--- config.mk ---
export PLATFORM = sky130hd
export DESIGN_NAME = base32_fingerprint_decoder_unit
export DESIGN_NICKNAME = d
export VERILOG_FILES = /design/src/rtl/core/b32fpd_pkg.sv /design/src/rtl/core/b32fpd_symbol_map.sv /design/src/rtl/core/b32fpd_packer.sv /design/src/rtl/core/base32_fingerprint_decoder_unit.sv
export SDC_FILE = /design/constraint.sdc
export NUM_CORES = 1
export LEC_CHECK = 0
export BUFFER_PORTS_ARGS = -buffer_cell sky130_fd_sc_hd__buf_2
export CORE_MARGIN = 2
export CORE_UTILIZATION = 58
export DETAILED_ROUTE_END_ITERATION = 8
export GPL_TIMING_DRIVEN = 0
export MAX_ROUTING_LAYER = met4
export PLACE_DENSITY = 0.77
export SLEW_MARGIN = 20
export SYNTH_ARGS = -nofsm -noshare
export SYNTH_HDL_FRONTEND = slang
export SYNTH_SLANG_ARGS = --single-unit
--- constraint.sdc ---
create_clock -name clk -period 8.4 [get_ports clk]
set_input_delay 0.42 -clock clk [delete_from_list [all_inputs] [get_ports clk]]
set_output_delay 0.42 -clock clk [all_outputs]
set_load 0.1 [all_outputs]
--- src/rtl/core/b32fpd_pkg.sv ---
// Package for the base32 fingerprint decoder.
// Holds the symbol and result types and the letter lookup table.
// No dependencies.
package b32fpd_pkg;

  localparam int SYM_BITS   = 5;
  localparam int BYTE_BITS  = 8;
  localparam int INDEX_BITS = 5;
  localparam int LETTERS    = 26;

  typedef struct packed {
    logic                bad;
    logic [SYM_BITS-1:0] value;
  } sym_t;

  typedef struct packed {
    logic [BYTE_BITS-1:0]  id_byte;
    logic [INDEX_BITS-1:0] byte_index;
    logic                  last;
    logic                  error;
  } result_t;

  // Bit 5 marks a letter that is not in the alphabet (a, e, i, o).
  localparam logic [5:0] BAD_SYM = 6'h20;

  localparam logic [5:0] LETTER_TABLE [LETTERS] = '{
    BAD_SYM, 6'd10, 6'd11, 6'd12, BAD_SYM, 6'd13, 6'd14, 6'd15, BAD_SYM,
    6'd16, 6'd17, 6'd18, 6'd19, 6'd20, BAD_SYM, 6'd21, 6'd22, 6'd23,
    6'd24, 6'd25, 6'd26, 6'd27, 6'd28, 6'd29, 6'd30, 6'd31
  };

endpackage

--- src/rtl/core/b32fpd_symbol_map.sv ---
// Maps one ASCII character to its five-bit base32 value, case-insensitive.
// Depends on b32fpd_pkg.
module b32fpd_symbol_map
  import b32fpd_pkg::*;
(
  input  logic [7:0] char_i,
  output sym_t       sym_o
);

  logic [7:0] offset;

  always_comb begin
    sym_o  = sym_t'(BAD_SYM);
    offset = 8'h00;
    case (char_i) inside
      [8'h30:8'h39]: begin
        offset = char_i - 8'h30;
        sym_o  = '{bad: 1'b0, value: offset[SYM_BITS-1:0]};
      end
      [8'h41:8'h5a]: begin
        offset = char_i - 8'h41;
        sym_o  = sym_t'(LETTER_TABLE[offset[4:0]]);
      end
      [8'h61:8'h7a]: begin
        offset = char_i - 8'h61;
        sym_o  = sym_t'(LETTER_TABLE[offset[4:0]]);
      end
      default: begin
        sym_o = sym_t'(BAD_SYM);
      end
    endcase
  end

endmodule

--- src/rtl/core/b32fpd_packer.sv ---
// Frame state and bit packing: gathers five-bit symbols LSB first into bytes.
// Depends on b32fpd_pkg.
module b32fpd_packer
  import b32fpd_pkg::*;
#(
  parameter int ID_BYTES    = 32,
  parameter int FRAME_CHARS = 52
)(
  input  logic    clk,
  input  logic    rst_n,
  input  logic    advance_i,
  input  sym_t    sym_i,
  output logic    emit_o,
  output result_t res_o
);

  localparam int POS_W = $clog2(FRAME_CHARS);
  localparam int CNT_W = $clog2(ID_BYTES + 1);

  logic [POS_W-1:0] pos_r,    pos_nxt;
  logic [CNT_W-1:0] bytes_r,  bytes_nxt;
  logic [6:0]       pend_r,   pend_nxt;
  logic [2:0]       held_r,   held_nxt;
  logic             failed_r, failed_nxt;

  logic [11:0] acc;
  logic [3:0]  held_sum;
  logic [31:0] bytes_ext;

  always_comb begin
    acc        = 12'(pend_r) | (12'(sym_i.value) << held_r);
    held_sum   = 4'(held_r) + 4'd5;
    bytes_ext  = 32'(bytes_r);
    emit_o     = 1'b0;
    res_o      = '0;
    bytes_nxt  = bytes_r;
    pend_nxt   = pend_r;
    held_nxt   = held_r;
    failed_nxt = failed_r;

    if (!failed_r) begin
      if (sym_i.bad) begin
        failed_nxt  = 1'b1;
        emit_o      = 1'b1;
        res_o.error = 1'b1;
      end else if (bytes_r < CNT_W'(ID_BYTES)) begin
        if (held_sum >= 4'd8) begin
          emit_o           = 1'b1;
          res_o.id_byte    = acc[7:0];
          res_o.byte_index = bytes_ext[INDEX_BITS-1:0];
          res_o.last       = (bytes_r == CNT_W'(ID_BYTES - 1));
          bytes_nxt        = bytes_r + 1'b1;
          pend_nxt         = 7'(acc >> 8);
          held_nxt         = 3'(held_sum - 4'd8);
        end else begin
          pend_nxt = acc[6:0];
          held_nxt = held_sum[2:0];
        end
      end
    end

    if (pos_r == POS_W'(FRAME_CHARS - 1)) begin
      pos_nxt    = '0;
      bytes_nxt  = '0;
      pend_nxt   = '0;
      held_nxt   = '0;
      failed_nxt = 1'b0;
    end else begin
      pos_nxt = pos_r + 1'b1;
    end
  end

  always_ff @(posedge clk) begin
    if (!rst_n) begin
      pos_r    <= '0;
      bytes_r  <= '0;
      pend_r   <= '0;
      held_r   <= '0;
      failed_r <= 1'b0;
    end else if (advance_i) begin
      pos_r    <= pos_nxt;
      bytes_r  <= bytes_nxt;
      pend_r   <= pend_nxt;
      held_r   <= held_nxt;
      failed_r <= failed_nxt;
    end
  end

endmodule

--- src/rtl/core/base32_fingerprint_decoder_unit.sv ---
// Top level of the base32 fingerprint decoder: input register, packer, result register.
// Depends on b32fpd_pkg, b32fpd_symbol_map and b32fpd_packer.
//
// Usage: each input item carries one ASCII character of a fingerprint on
// in_char_code, handed over with in_valid/in_ready. A frame is FRAME_CHARS
// characters; the decoded symbols are packed least significant bit first and
// every identifier byte leaves on the result channel (out_valid/out_ready)
// as soon as it is complete, with its position in out_byte_index and
// out_last set on byte ID_BYTES-1. A character outside the alphabet gives a
// single item with out_error set, and the rest of that frame gives nothing.
// A character is taken into the input register, and its result, if any, is
// then loaded into the result register, whence it is presented. Throughput
// is one character per cycle while the receiver keeps up; the only loop is
// the frame state inside the packer. When the receiver stalls with a result
// waiting, the character in the input register holds until the result
// register frees, and in_ready then falls; a character that gives no result
// still waits behind the held result so that order is kept. Synchronous
// reset (rst_n low) empties both registers and returns the frame to its
// first character.
module base32_fingerprint_decoder_unit
  import b32fpd_pkg::*;
#(
  parameter int ID_BYTES    = 32,
  parameter int FRAME_CHARS = 52
)(
  input  logic                  clk,
  input  logic                  rst_n,
  input  logic                  in_valid,
  output logic                  in_ready,
  input  logic [7:0]            in_char_code,
  output logic                  out_valid,
  input  logic                  out_ready,
  output logic [BYTE_BITS-1:0]  out_id_byte,
  output logic [INDEX_BITS-1:0] out_byte_index,
  output logic                  out_last,
  output logic                  out_error
);

  logic       in_vld_r, in_vld_nxt;
  logic [7:0] char_r;
  logic       out_vld_r, out_vld_nxt;
  result_t    res_r;

  logic    advance;
  logic    emit;
  sym_t    sym;
  result_t res;

  // The input register moves on whenever the result register has room.
  assign advance  = in_vld_r && (!out_vld_r || out_ready);
  assign in_ready = !in_vld_r || advance;

  b32fpd_symbol_map u_symbol_map (
    .char_i (char_r),
    .sym_o  (sym)
  );

  b32fpd_packer #(
    .ID_BYTES    (ID_BYTES),
    .FRAME_CHARS (FRAME_CHARS)
  ) u_packer (
    .clk       (clk),
    .rst_n     (rst_n),
    .advance_i (advance),
    .sym_i     (sym),
    .emit_o    (emit),
    .res_o     (res)
  );

  always_comb begin
    in_vld_nxt = in_vld_r;
    if (in_valid && in_ready) begin
      in_vld_nxt = 1'b1;
    end else if (advance) begin
      in_vld_nxt = 1'b0;
    end

    out_vld_nxt = out_vld_r;
    if (advance && emit) begin
      out_vld_nxt = 1'b1;
    end else if (out_ready) begin
      out_vld_nxt = 1'b0;
    end
  end

  always_ff @(posedge clk) begin
    if (!rst_n) begin
      in_vld_r  <= 1'b0;
      out_vld_r <= 1'b0;
    end else begin
      in_vld_r  <= in_vld_nxt;
      out_vld_r <= out_vld_nxt;
    end
  end

  // Payload registers carry no reset.
  always_ff @(posedge clk) begin
    if (in_valid && in_ready) begin
      char_r <= in_char_code;
    end
    if (advance && emit) begin
      res_r <= res;
    end
  end

  assign out_valid      = out_vld_r;
  assign out_id_byte    = res_r.id_byte;
  assign out_byte_index = res_r.byte_index;
  assign out_last       = res_r.last;
  assign out_error      = res_r.error;

endmodule
==> results.cfg <==
[cells_and_area]
fin_util_pct = 65.7
n_fill_cell = 403
fin_cells = 419
final_nets = 371
num_antenna_cells = 0
syn_to_final_growth_pct = 11.1
final_layout_size_suffix_gt1_share_pct = 20.1

[sta]
finalSetupViolCount = 0
fmax_mhz = 286
fin_worst_skew_ns = 0.00846
worst_slack_ns = 4.90
tightest_slew_ns = 1.01
rsz0062_at_grt = false
period_minus_slack_ns = 3.50
slew_headroom_pct = 31.0
period_share_pct = 41.6
tns_ns = 0
finalHoldViolations = 0
drv_slew = 0

[cts]
clk_pin_slew_worst_paths_ns = 0.09
postCtsSetupRepairBufs = 0
postCtsHoldBufs = 0
root_buffer = clkbuf_8
ctsResizeCount = 0
htreeDepth = 2
cts.sinks = 48
tritoncts = yes
cts_made_buffers = 5
clockBufferDepth = 2
clk_latency_ns = 0.30

[placed_design]
dp_cells = 412
numPortBuffers = 28
gp_congestion = 0.898
dp_hpwl_um = 4880
pre_cts_ws_ns = 4.99

[run]
drv_cap = 0

[min_path]
min_from = in_char_code[5]
hp-class = in2reg
holdPathEnd = char_r[5]
hold_depth = 1

[floorplanning]
row_count = 26
ios = 29
initial_core_util_pct = 59.1
die_y_um = 75.7
coreArea_mm2 = 0.00504
die_area_mm2 = 0.00573
die_x_um = 75.7

[critical_path]
reg2regPathDepth = 10
critical_path_arrival_ns = 3.74
regToRegEndpoint = u_packer.pend_r[0]
worstPathRequired_ns = 8.64
crit_path_end_kind = register
crit_type = reg2reg
start_kind = register
r2r-start = char_r[1]
reg2reg_slack_ns = 4.90
cp_max_fo = 10

[yosys]
yosys_warnings = 0
synthTopCellsByArea = edfxtp_1, dfxtp_1, nor2_1, ha_1, a21oi_1
yosys_register_bits = 48
synth_top_cell_by_area = edfxtp_1
syn_nets = 335
mappedNetlistArea_mm2 = 0.00298
async_reset_ff_share_pct = 0
synth.most_common_cell = nor2_1
synth_edf_count = 23
yosysSeqAreaShare_pct = 40.0
synth.distinct_cells = 72
postSynthAreaPerCell_um2 = 9.52
synth.top_cell.area_share_pct = 23.2
synth_common_cells = nor2_1, dfxtp_1, edfxtp_1
synth_ff_type = dfxtp_1
syn_inst = 313

[power_and_ir_drop]
peakVddDrop_uv = 116
power_density_mw_per_mm2 = 154
power.total_w = 0.000511
p_leak_nw = 1.22

[drt]
vias_per_cell = 6.12
drtAntennaViolNets = 0
totalWireLength_um = 6550
route.detailed.drc = 0
vias = 2565
wl_per_cell_um = 15.6
drt_iter0_markers = 296
drtPass1Iterations = 5

[global_route]
grt_max_degree = 15
grt_pass1_vias = 2351
antenna_found_initial = 0
gr-total-overflow = 0
grt_pass1_wl_um = 10900
grt_use_total_pct = 25.6

[outcome]
status = complete, no violations
[per-stage QoR]
stage	area, um^2	hold WS (ns)
5_1_grt	3310	0.282
6_report	3310	0.293
4_1_cts	3310	0.285
3_5_place_dp	3220	0.471
3_3_place_gp	3210	0.466
2_1_floorplan	2980	0.450
[area by class of cell]
class | count | area, um^2 | share of cell area (%)
buffer | 19 | 113 | 3.40
timing repair buffer | 29 | 148 | 4.46
sequential | 48 | 1190 | 36.0
tap | 70 | 87.6 | 2.65
clock inverter | 1 | 8.76 | 0.265
inverter | 11 | 41.3 | 1.25
multi-input combinational | 235 | 1640 | 49.5
clock buffer | 6 | 82.6 | 2.49
[flip-flops by register name (all words and copies together) (netlist names)]
signal	flops
char_r	8
in_vld_r	1
out_byte_index	5
out_error	1
out_id_byte	8
out_last	1
out_valid	1
u_packer.bytes_r	6
u_packer.failed_r	1
u_packer.held_r	3
u_packer.pend_r	7
u_packer.pos_r	6
[worst max-delay path: stages (launching register included)]
cell and delay [ns]:
edfxtp_1 0.43, buf_2 0.22, inv_1 0.22, ha_1 0.23, nor3b_4 0.30, xor2_1 0.18, a2111oi_0 0.93, a21boi_0 0.32
nor4_1 0.35, a21oi_1 0.13, o22ai_1 0.13
[worst max path at each step]
stage,startpoint,to,slack [ns]
after floorplan,char_r[1],out_byte_index[0],4.94
after global placement,char_r[1],out_id_byte[0],4.09
after detailed placement,char_r[1],out_id_byte[4],4.99
after CTS,char_r[1],out_byte_index[3],4.98
after global routing,char_r[1],u_packer.pend_r[0],4.69
final,char_r[1],u_packer.pend_r[0],4.90
[power by group]
part,internal [W],switching [W],total [W],leakage [nW]
Combinational,0.0000331,0.0000793,0.000112,0.757
Clock,0.0000657,0.0000753,0.000141,0.0473
Sequential,0.000254,0.00000422,0.000258,0.413
Total,0.000352,0.000159,0.000511,1.22
[routing by layer]
layer  up-vias  wire length [um]  GRT usage [%]
met4         0               100           7.41
met3        10               366           4.63
met5         -                 0              -
li1       1240                 -              -
met1      1214              2950           34.2
met2       101              3130           40.1
[cells by family after synthesis]
family	count (synthesis)	share of synthesized area (%)
DFF	48	40.0
AOI/OAI and AO/OA	89	22.9
and+or+nand+nor	119	21.6
adders and majority gates	10	4.20
buffers and inverters	30	5.17
xor gates and xnor gates	11	3.49
muxes	6	2.65
[placed cells by master (no fill, tap or decap), drive strengths merged, types with 4 or more instances in the layout]
cell    instances
buf            42
nor2           38
dfxtp          25
edfxtp         23
a21oi          15
nand2          14
o21ai          13
clkbuf         12
inv            11
nor3           11
ha             10
nand2b          8
nor2b           7
o21a            7
a31oi           7
xnor2           6
xor2            5
or3             5
o211ai          5
nand4           5
nor4            5
nand3           4
a21o            4
and2            4
a211oi          4
nor3b           4
Note: power is estimated with default switching activity, not from simulation.
